===== config.mk =====
export PLATFORM = sky130hd
export DESIGN_NAME = double_ended_queue_with_delete_core_flat
export DESIGN_NICKNAME = d
export VERILOG_FILES = /design/src/rtl/deqd_pkg.sv /design/src/rtl/deqd_ifs.sv /design/src/rtl/deqd_cell.sv /design/src/rtl/double_ended_queue_with_delete_core.sv /design/src/flat_wrapper.sv
export SDC_FILE = /design/constraint.sdc
export NUM_CORES = 2
export LEC_CHECK = 0
export BUFFER_PORTS_ARGS = -buffer_cell sky130_fd_sc_hd__buf_2
export CORE_MARGIN = 5
export CORE_UTILIZATION = 35
export DETAILED_ROUTE_END_ITERATION = 10
export PLACE_DENSITY = 0.48
export SYNTH_ARGS = -nofsm -noshare
export SYNTH_HDL_FRONTEND = slang
export SYNTH_HIERARCHICAL = 1
export SYNTH_SLANG_ARGS = --single-unit

===== constraint.sdc =====
create_clock -name clock -period 8.15 [get_ports clock]
set_input_delay 0.4075 -clock clock [delete_from_list [all_inputs] [get_ports clock]]
set_output_delay 0.4075 -clock clock [all_outputs]
set_load 0.01 [all_outputs]

===== src/rtl/deqd_pkg.sv =====
// Shared types and constants for the double-ended queue with delete.
// Used by the channel interfaces, the storage cell and the top level.
package deqd_pkg;

   localparam int DEPTH   = 16;
   localparam int CNT_W   = $clog2(DEPTH + 1);
   localparam int WORD_W  = 32;
   localparam int CMD_W   = 3;
   localparam int OCC_W   = 5;

   typedef enum logic [CMD_W-1:0] {
      CMD_PUSH_BACK  = 3'd0,
      CMD_POP_BACK   = 3'd1,
      CMD_PUSH_FRONT = 3'd2,
      CMD_POP_FRONT  = 3'd3,
      CMD_DELETE     = 3'd4
   } cmd_type;

   // Operation broadcast to every cell; at most one flag is set per cycle.
   typedef struct packed {
      logic              push_back;
      logic              pop_back;
      logic              push_front;
      logic              pop_front;
      logic              delete_en;
      logic [WORD_W-1:0] word;
   } cell_ctrl_type;

endpackage


===== src/rtl/deqd_ifs.sv =====
// Valid/ready channel interfaces for command beats and result beats.
// Depends on deqd_pkg for field widths.
interface deqd_req_if;
   logic                                valid;
   logic                                ready;
   logic [deqd_pkg::CMD_W-1:0]          cmd;
   logic signed [deqd_pkg::WORD_W-1:0]  value_in;

   modport source (output valid, output cmd, output value_in, input ready);
   modport sink   (input valid, input cmd, input value_in, output ready);
endinterface

interface deqd_rsp_if;
   logic                                valid;
   logic                                ready;
   logic signed [deqd_pkg::WORD_W-1:0]  value_out;
   logic [deqd_pkg::OCC_W-1:0]          occupancy;
   logic                                was_empty;
   logic                                push_dropped;
   logic                                match_removed;

   modport source (output valid, output value_out, output occupancy, output was_empty,
                   output push_dropped, output match_removed, input ready);
   modport sink   (input valid, input value_out, input occupancy, input was_empty,
                   input push_dropped, input match_removed, output ready);
endinterface


===== src/rtl/deqd_cell.sv =====
// One storage slot of the queue: a word and its valid bit, shifting with its neighbors.
// Depends on deqd_pkg for the control struct and the word width.
module deqd_cell (
   input  logic                          clock,
   input  logic                          reset,
   input  deqd_pkg::cell_ctrl_type       ctrl,
   input  logic [deqd_pkg::WORD_W-1:0]   left_data,
   input  logic                          left_valid,
   input  logic [deqd_pkg::WORD_W-1:0]   right_data,
   input  logic                          right_valid,
   input  logic                          match_in,
   output logic                          match_out,
   output logic [deqd_pkg::WORD_W-1:0]   data,
   output logic                          valid,
   output logic [deqd_pkg::WORD_W-1:0]   tail_data
);

   logic [deqd_pkg::WORD_W-1:0] data_ff, data_in;
   logic                        valid_ff, valid_in;
   logic                        is_last;

   assign is_last   = valid_ff & ~right_valid;
   assign match_out = match_in | (valid_ff & (data_ff == ctrl.word));
   assign tail_data = is_last ? data_ff : '0;
   assign data      = data_ff;
   assign valid     = valid_ff;

   always_comb begin
      data_in  = data_ff;
      valid_in = valid_ff;
      if (ctrl.push_back) begin
         // The first empty slot after the occupied run takes the word.
         if (!valid_ff && left_valid) begin
            data_in  = ctrl.word;
            valid_in = 1'b1;
         end
      end else if (ctrl.pop_back) begin
         if (is_last) begin
            valid_in = 1'b0;
         end
      end else if (ctrl.push_front) begin
         data_in  = left_data;
         valid_in = left_valid;
      end else if (ctrl.pop_front || (ctrl.delete_en && match_out)) begin
         // Slots at or after the removed one pull from the right.
         data_in  = right_data;
         valid_in = right_valid;
      end
   end

   always_ff @(posedge clock) begin
      data_ff <= data_in;
      if (reset) begin
         valid_ff <= 1'b0;
      end else begin
         valid_ff <= valid_in;
      end
   end

endmodule


===== src/rtl/double_ended_queue_with_delete_core.sv =====
// Top level of the double-ended queue with delete: command decode, cell chain, result register.
// Depends on deqd_pkg, deqd_ifs (channels) and deqd_cell.
//
//   channel    dir   role     payload
//   req_chan   in    sink     cmd, value_in
//   rsp_chan   out   source   value_out, occupancy, was_empty, push_dropped, match_removed
//
// On each command beat all cells compare and shift together, and the
// result lands in the output register at the same edge. The delete search ripples
// through the cell chain, so its length grows with DEPTH.
// A beat is taken when no result is held or the held one is taken: one command per cycle.
// Reset clears the count and the valid bits; stored words are not cleared.
module double_ended_queue_with_delete_core (
   input  logic           clock,
   input  logic           reset,
   deqd_req_if.sink       req_chan,
   deqd_rsp_if.source     rsp_chan
);

   localparam int D = deqd_pkg::DEPTH;
   localparam int W = deqd_pkg::WORD_W;

   logic [deqd_pkg::CNT_W-1:0] count_ff, count_in;
   logic                       rsp_valid_ff;
   logic [W-1:0]               rsp_value_ff, rsp_value_in;
   logic [deqd_pkg::OCC_W-1:0] rsp_occ_ff;
   logic                       rsp_empty_ff, rsp_empty_in;
   logic                       rsp_drop_ff, rsp_drop_in;
   logic                       rsp_match_ff;

   logic                       accept, is_full, is_empty, found;
   deqd_pkg::cell_ctrl_type    ctrl;

   logic [W-1:0]               cell_data [D];
   logic [D-1:0]               cell_valid;
   logic [W-1:0]               cell_tail [D];
   logic [D:0]                 match_chain;
   logic [W-1:0]               tail_word;

   assign req_chan.ready = ~rsp_valid_ff | rsp_chan.ready;
   assign accept         = req_chan.valid & req_chan.ready;
   assign is_full        = (count_ff == deqd_pkg::CNT_W'(D));
   assign is_empty       = (count_ff == '0);

   always_comb begin
      ctrl            = '0;
      ctrl.word       = req_chan.value_in;
      if (accept) begin
         case (deqd_pkg::cmd_type'(req_chan.cmd))
            deqd_pkg::CMD_PUSH_BACK:  ctrl.push_back  = ~is_full;
            deqd_pkg::CMD_POP_BACK:   ctrl.pop_back   = ~is_empty;
            deqd_pkg::CMD_PUSH_FRONT: ctrl.push_front = ~is_full;
            deqd_pkg::CMD_POP_FRONT:  ctrl.pop_front  = ~is_empty;
            deqd_pkg::CMD_DELETE:     ctrl.delete_en  = 1'b1;
            default:                  ctrl.delete_en  = 1'b0;
         endcase
      end
   end

   assign match_chain[0] = 1'b0;
   assign found          = match_chain[D];

   for (genvar i = 0; i < D; i++) begin : g_cell
      logic [W-1:0] left_data, right_data;
      logic         left_valid, right_valid;

      if (i == 0) begin : g_head
         assign left_data  = req_chan.value_in;
         assign left_valid = 1'b1;
      end else begin : g_mid_l
         assign left_data  = cell_data[i-1];
         assign left_valid = cell_valid[i-1];
      end
      if (i == D - 1) begin : g_tail
         assign right_data  = '0;
         assign right_valid = 1'b0;
      end else begin : g_mid_r
         assign right_data  = cell_data[i+1];
         assign right_valid = cell_valid[i+1];
      end

      deqd_cell u_cell (
         .clock       (clock),
         .reset       (reset),
         .ctrl        (ctrl),
         .left_data   (left_data),
         .left_valid  (left_valid),
         .right_data  (right_data),
         .right_valid (right_valid),
         .match_in    (match_chain[i]),
         .match_out   (match_chain[i+1]),
         .data        (cell_data[i]),
         .valid       (cell_valid[i]),
         .tail_data   (cell_tail[i])
      );
   end

   // At most one cell flags itself as the back entry, so an OR picks its word.
   always_comb begin
      tail_word = '0;
      for (int i = 0; i < D; i++) begin
         tail_word = tail_word | cell_tail[i];
      end
   end

   always_comb begin
      count_in     = count_ff;
      rsp_value_in = '0;
      rsp_empty_in = 1'b0;
      rsp_drop_in  = 1'b0;
      case (deqd_pkg::cmd_type'(req_chan.cmd))
         deqd_pkg::CMD_PUSH_BACK, deqd_pkg::CMD_PUSH_FRONT: begin
            rsp_drop_in = is_full;
            if (!is_full) begin
               count_in = count_ff + 1'b1;
            end
         end
         deqd_pkg::CMD_POP_BACK, deqd_pkg::CMD_POP_FRONT: begin
            rsp_empty_in = is_empty;
            if (!is_empty) begin
               count_in     = count_ff - 1'b1;
               rsp_value_in = (req_chan.cmd == deqd_pkg::CMD_POP_BACK) ? tail_word
                                                                      : cell_data[0];
            end
         end
         deqd_pkg::CMD_DELETE: begin
            if (found) begin
               count_in = count_ff - 1'b1;
            end
         end
         default: count_in = count_ff;
      endcase
   end

   always_ff @(posedge clock) begin
      if (accept) begin
         rsp_value_ff <= rsp_value_in;
         rsp_occ_ff   <= deqd_pkg::OCC_W'(count_in);
         rsp_empty_ff <= rsp_empty_in;
         rsp_drop_ff  <= rsp_drop_in;
         rsp_match_ff <= (req_chan.cmd == deqd_pkg::CMD_DELETE) & found;
      end
      if (reset) begin
         count_ff     <= '0;
         rsp_valid_ff <= 1'b0;
      end else begin
         if (accept) begin
            count_ff <= count_in;
         end
         if (accept) begin
            rsp_valid_ff <= 1'b1;
         end else if (rsp_chan.ready) begin
            rsp_valid_ff <= 1'b0;
         end
      end
   end

   assign rsp_chan.valid         = rsp_valid_ff;
   assign rsp_chan.value_out     = rsp_value_ff;
   assign rsp_chan.occupancy     = rsp_occ_ff;
   assign rsp_chan.was_empty     = rsp_empty_ff;
   assign rsp_chan.push_dropped  = rsp_drop_ff;
   assign rsp_chan.match_removed = rsp_match_ff;

   // The number of set cell valid bits always equals the count.
   a_valid_run : assert property (@(posedge clock) disable iff (reset)
      $countones(cell_valid) == count_ff)
      else $error("cell valid bits disagree with the entry count");

   a_head_valid : assert property (@(posedge clock) disable iff (reset)
      cell_valid[0] == (count_ff != '0))
      else $error("front cell valid bit disagrees with the entry count");

   a_occ_held : assert property (@(posedge clock) disable iff (reset)
      rsp_valid_ff |-> rsp_occ_ff == deqd_pkg::OCC_W'(count_ff))
      else $error("reported occupancy differs from the entry count");

   a_drop_full : assert property (@(posedge clock) disable iff (reset)
      (rsp_valid_ff && rsp_drop_ff) |-> is_full)
      else $error("push dropped while the queue was not full");

endmodule


===== src/flat_wrapper.sv =====
// flat-port wrapper written by rule: the top's interface ports become plain ports
module double_ended_queue_with_delete_core_flat 
  (clock, reset, req_chan_valid, req_chan_cmd, req_chan_value_in, req_chan_ready, rsp_chan_valid, rsp_chan_value_out, rsp_chan_occupancy, rsp_chan_was_empty, rsp_chan_push_dropped, rsp_chan_match_removed, rsp_chan_ready);
  deqd_req_if req_chan_i ();
  deqd_rsp_if rsp_chan_i ();
  input  logic clock;
  input  logic reset;
  input wire logic [$bits(req_chan_i.valid)-1:0] req_chan_valid;
  input wire logic [$bits(req_chan_i.cmd)-1:0] req_chan_cmd;
  input wire logic [$bits(req_chan_i.value_in)-1:0] req_chan_value_in;
  output wire logic [$bits(req_chan_i.ready)-1:0] req_chan_ready;
  output wire logic [$bits(rsp_chan_i.valid)-1:0] rsp_chan_valid;
  output wire logic [$bits(rsp_chan_i.value_out)-1:0] rsp_chan_value_out;
  output wire logic [$bits(rsp_chan_i.occupancy)-1:0] rsp_chan_occupancy;
  output wire logic [$bits(rsp_chan_i.was_empty)-1:0] rsp_chan_was_empty;
  output wire logic [$bits(rsp_chan_i.push_dropped)-1:0] rsp_chan_push_dropped;
  output wire logic [$bits(rsp_chan_i.match_removed)-1:0] rsp_chan_match_removed;
  input wire logic [$bits(rsp_chan_i.ready)-1:0] rsp_chan_ready;
  assign req_chan_i.valid = req_chan_valid;
  assign req_chan_i.cmd = req_chan_cmd;
  assign req_chan_i.value_in = req_chan_value_in;
  assign req_chan_ready = req_chan_i.ready;
  assign rsp_chan_valid = rsp_chan_i.valid;
  assign rsp_chan_value_out = rsp_chan_i.value_out;
  assign rsp_chan_occupancy = rsp_chan_i.occupancy;
  assign rsp_chan_was_empty = rsp_chan_i.was_empty;
  assign rsp_chan_push_dropped = rsp_chan_i.push_dropped;
  assign rsp_chan_match_removed = rsp_chan_i.match_removed;
  assign rsp_chan_i.ready = rsp_chan_ready;
  double_ended_queue_with_delete_core u_core (.clock(clock), .reset(reset), .req_chan(req_chan_i), .rsp_chan(rsp_chan_i));
endmodule

==> parameters.txt <==
Parameter                              Value

Timing
  Worst hold margin    0.0997 ns
  Period utilisation layout    93.9%
  Setup repair after global routing missed its margin    false
  Final min period    7.65 ns
  Transition time at the pin with the least slew margin    1.40 ns
  Slew headroom    5.64%
  Count of final setup violators    0
  Final hold violation count    0
  Fin. max-slew vios    0
  Accumulated negative setup slack    0 ns
  Worst setup skew after layout    0.0277 ns
  Fmax    0.131 GHz

Clocking
  Post-CTS setup repair buffer count    0
  Depth of the CTS H-tree    3
  Number of clock buffers inserted by TritonCTS    74
  Total number of clock tree sinks    574
  Clock Latency Late Sink    0.66 ns
  TritonCTS clock tree    done
  Reg clk slew, reported paths    0.06 ns
  Post-CTS Hold Buffers    1
  Root Driver    sky130_fd_sc_hd__clkbuf_16
  Maximum count of clock buffers along a single path    3
  Gates resized, CTS repair    0

Global routing
  Tot GR Track Use    25.5%
  Via count of the first global-routing pass    30600
  Initial antenna violation count    28
  Maximum number of pins on one net before global-route repair    259
  Leftover overflow at the end of global routing    0
  Wire length of the first global-routing pass    229 mm

Cells and area
  Post-synthesis to final-layout area growth    11.2%
  Number of nets at the end of the flow    4238
  Share of final-layout standard cells stronger than drive strength 1    8.32%
  Fin area    45000 um2
  Post-layout util    39.3%

Power
  Share of power burned in registers    45.8%
  Net Sw Frac    28.8%
  Cell Int Power    5.66 mW
  Combinational power share    13.5%
  Share of power burned in the clock network    40.7%
  Total chip power    7.95 mW
  Static power due to leakage    14.3 nW
  Power density cells    177 nW/um2
  VDD IR max    0.149 mV
  Net Sw Power    2.29 mW

Synthesis
  Area share of the leading cell type in the synthesized netlist    40.9%
  Number of enable flip-flop cells after synthesis    552
  Cell accounting for the most synthesized area    sky130_fd_sc_hd__edfxtp_1
  Post-synthesis cell area    40500 um2
  Ys Warns    6
  Most area-consuming cells after synthesis    sky130_fd_sc_hd__edfxtp_1 (41%), sky130_fd_sc_hd__mux2i_1 (13%), sky130_fd_sc_hd__xor2_1 (9.3%)
  Synth Flop Type    sky130_fd_sc_hd__edfxtp_1
  Average instance area after synthesis    9.75 um2
  Syn Inst Count    4154
  Number of unique standard cell types used by synthesis    53
  Register area share after synthesis    42.0%
  Async SR Flop Fraction    0%
  Synthesized flop and latch total    574

Worst setup path
  Launching element type of the critical path    register
  Required time worst endpoint    8.50 ns
  Most common cell type on the critical path    sky130_fd_sc_hd__or2_2
  Peak per-stage delay on the critical path    0.44 ns
  Kind of critical path    register to register
  CP max stage cell    sky130_fd_sc_hd__edfxtp_1
  Crit path capture type    register
  Peak fanout along the critical path    4
  Data arrival time at the worst-slack endpoint    8.00 ns

Detailed routing
  Met3 wire length    10.4 mm
  Max layer used    met4
  Metal2 WL    73.1 mm
  Detailed router's first-iteration violation count    3873
  Via total after detailed routing    32500
  Drt total wl    161 mm
  DRC errors left    0
  Final ANT Viol Nets    0
  Vias per Instance    5.63
  Detailed-router iteration count before antenna repair    8
  Wire length on met1    72.6 mm
  Average wire length per cell after detail routing    27.9 um

Floorplanning
  Die Span X    350 um
  Rows    124
  Die outline area    123000 um2
  I/O pins    81
  Starting utilization of the core area    35.3%
  Core Region    115000 um2
  Vertical extent of the die    350 um

Worst hold path
  Hold crit path type    input port to register

Status
  Status    complete, no violations

Placement
  Half-perimeter wire length after detailed placement    103 mm
  Count of input and output buffers    80
  Cell area after placement    42700 um2
  Global placer's final weighted congestion    0.867

Run
  Number of max-cap violations    0
worst max-delay path: cells and delay by family (launching register included):
family / cells / cell delay [ns]
AOI/OAI and AO/OA: 3 / 0.66
xor gates and xnor gates: 1 / 0.33
DFF: 1 / 0.44
and+or+nand+nor: 20 / 5.73
buffers and inverters: 1 / 0.17
power by group through the flow:
stage | Sequential (mW) | Clock [mW] | Combinational, mW
final | 3.64 | 3.24 | 1.08
after global routing | 3.66 | 3.44 | 1.15
after CTS | 3.64 | 3.32 | 1.07
after detailed placement | 3.70 | 0 | 1.06
after global placement | 3.70 | 0 | 1.06
after floorplan | 3.63 | 0 | 0.598
cell usage in the layout, fill, tap and decap left out, types with 18 or more instances in the layout:
cell type | netlist | routed
sky130_fd_sc_hd__edfxtp_1 | 552 | 552
sky130_fd_sc_hd__nor3_1 | 37 | 36
sky130_fd_sc_hd__buf_4 | 2 | 84
sky130_fd_sc_hd__and2_1 | 512 | 512
sky130_fd_sc_hd__nand3_1 | 18 | 18
sky130_fd_sc_hd__nand2_1 | 535 | 535
sky130_fd_sc_hd__a21oi_1 | 38 | 38
sky130_fd_sc_hd__mux2i_1 | 544 | 544
sky130_fd_sc_hd__nand4_1 | 34 | 34
sky130_fd_sc_hd__conb_1 | 2 | 39
sky130_fd_sc_hd__dfxtp_1 | 22 | 22
sky130_fd_sc_hd__buf_2 | 49 | 79
sky130_fd_sc_hd__nor4_1 | 224 | 224
sky130_fd_sc_hd__clkbuf_16 | 0 | 77
sky130_fd_sc_hd__nor2_1 | 56 | 54
sky130_fd_sc_hd__clkbuf_1 | 171 | 22
sky130_fd_sc_hd__xnor2_1 | 82 | 82
sky130_fd_sc_hd__xor2_1 | 432 | 432
sky130_fd_sc_hd__o21ai_0 | 548 | 548
sky130_fd_sc_hd__nand2b_1 | 18 | 18
sky130_fd_sc_hd__a41oi_1 | 32 | 32
logic make-up after synthesis:
| family | Yosys count | share of synthesized area [%] |
|---|---|---|
| AO/OA/AOI/OAI | 696 | 9.48 |
| XOR/XNOR | 514 | 11.1 |
| adder cells (fa/ha/maj) | 2 | 0.0618 |
| buffers and inverters | 247 | 2.80 |
| flip-flops | 574 | 42.0 |
| multiplexers | 545 | 13.5 |
| other | 2 | 0.0185 |
| AND/OR/NAND/NOR | 1574 | 21.0 |
state kept, by name (all words and copies together), names as in the netlist:
| name | cells |
|---|---|
| u_core/rsp_chan.match_removed | 1 |
| u_core/g_cell.u_cell/data | 512 |
| u_core/rsp_chan.push_dropped | 1 |
| u_core/g_cell.u_cell/valid | 16 |
| u_core/rsp_chan.was_empty | 1 |
| u_core/count_ff | 5 |
| u_core/rsp_chan.occupancy | 5 |
| u_core/rsp_chan.valid | 1 |
| u_core/rsp_chan.value_out | 32 |
layout make-up:
| cell class | instances | area (um2) |
|---|---|---|
| antenna | 14 | 35.0 |
| clock buffer | 100 | 2020 |
| clock inverter | 32 | 246 |
| fill | 11300 | 69600 |
| inverter | 7 | 26.3 |
| multi-input combinational | 3370 | 22600 |
| sequential | 574 | 17000 |
| tap | 1512 | 1890 |
| timing repair buffer | 170 | 1160 |
synth_stat cells, drive strengths merged, types with 32 or more instances:
library cell  instances
or3                  33
a41oi                32
a21oi                39
clkbuf              172
nor2                 56
xor2                432
o21ai               548
edfxtp              552
and2                512
o21a                 32
xnor2                82
nand4                34
nor2b                32
nor4                240
nand2               535
mux2i               544
nor3                 37
buf                  68
through the flow:
step,setup slack [ns],std cells
3_5_place_dp,0.446,5632
2_1_floorplan,0.713,4191
4_1_cts,0.478,5765
5_1_grt,0.195,5771
6_report,0.500,5779
3_3_place_gp,0.486,5632
per-layer routing:
metal | GRT usage, % | up-vias
li1 | - | 15000
met1 | 36.6 | 16000
met2 | 40.1 | 1248
met3 | 3.35 | 227
met4 | 8.02 | 0
met5 | 0 | -
path summary, 6_finish.rpt:
check | endpoint | slack (ns) | cells after the start | from
min reg2reg | u_core/rsp_chan.valid | 0.53 | 2 | u_core/rsp_chan.valid
max reg2reg | u_core/rsp_chan.occupancy[3] | 0.50 | 25 | u_core/g_cell[0].u_cell/data[30]
max | u_core/rsp_chan.occupancy[3] | 0.50 | 25 | u_core/g_cell[0].u_cell/data[30]
min | u_core/rsp_chan.valid | 0.1 | 3 | rsp_chan_ready
(Power assumes the default switching activity.)
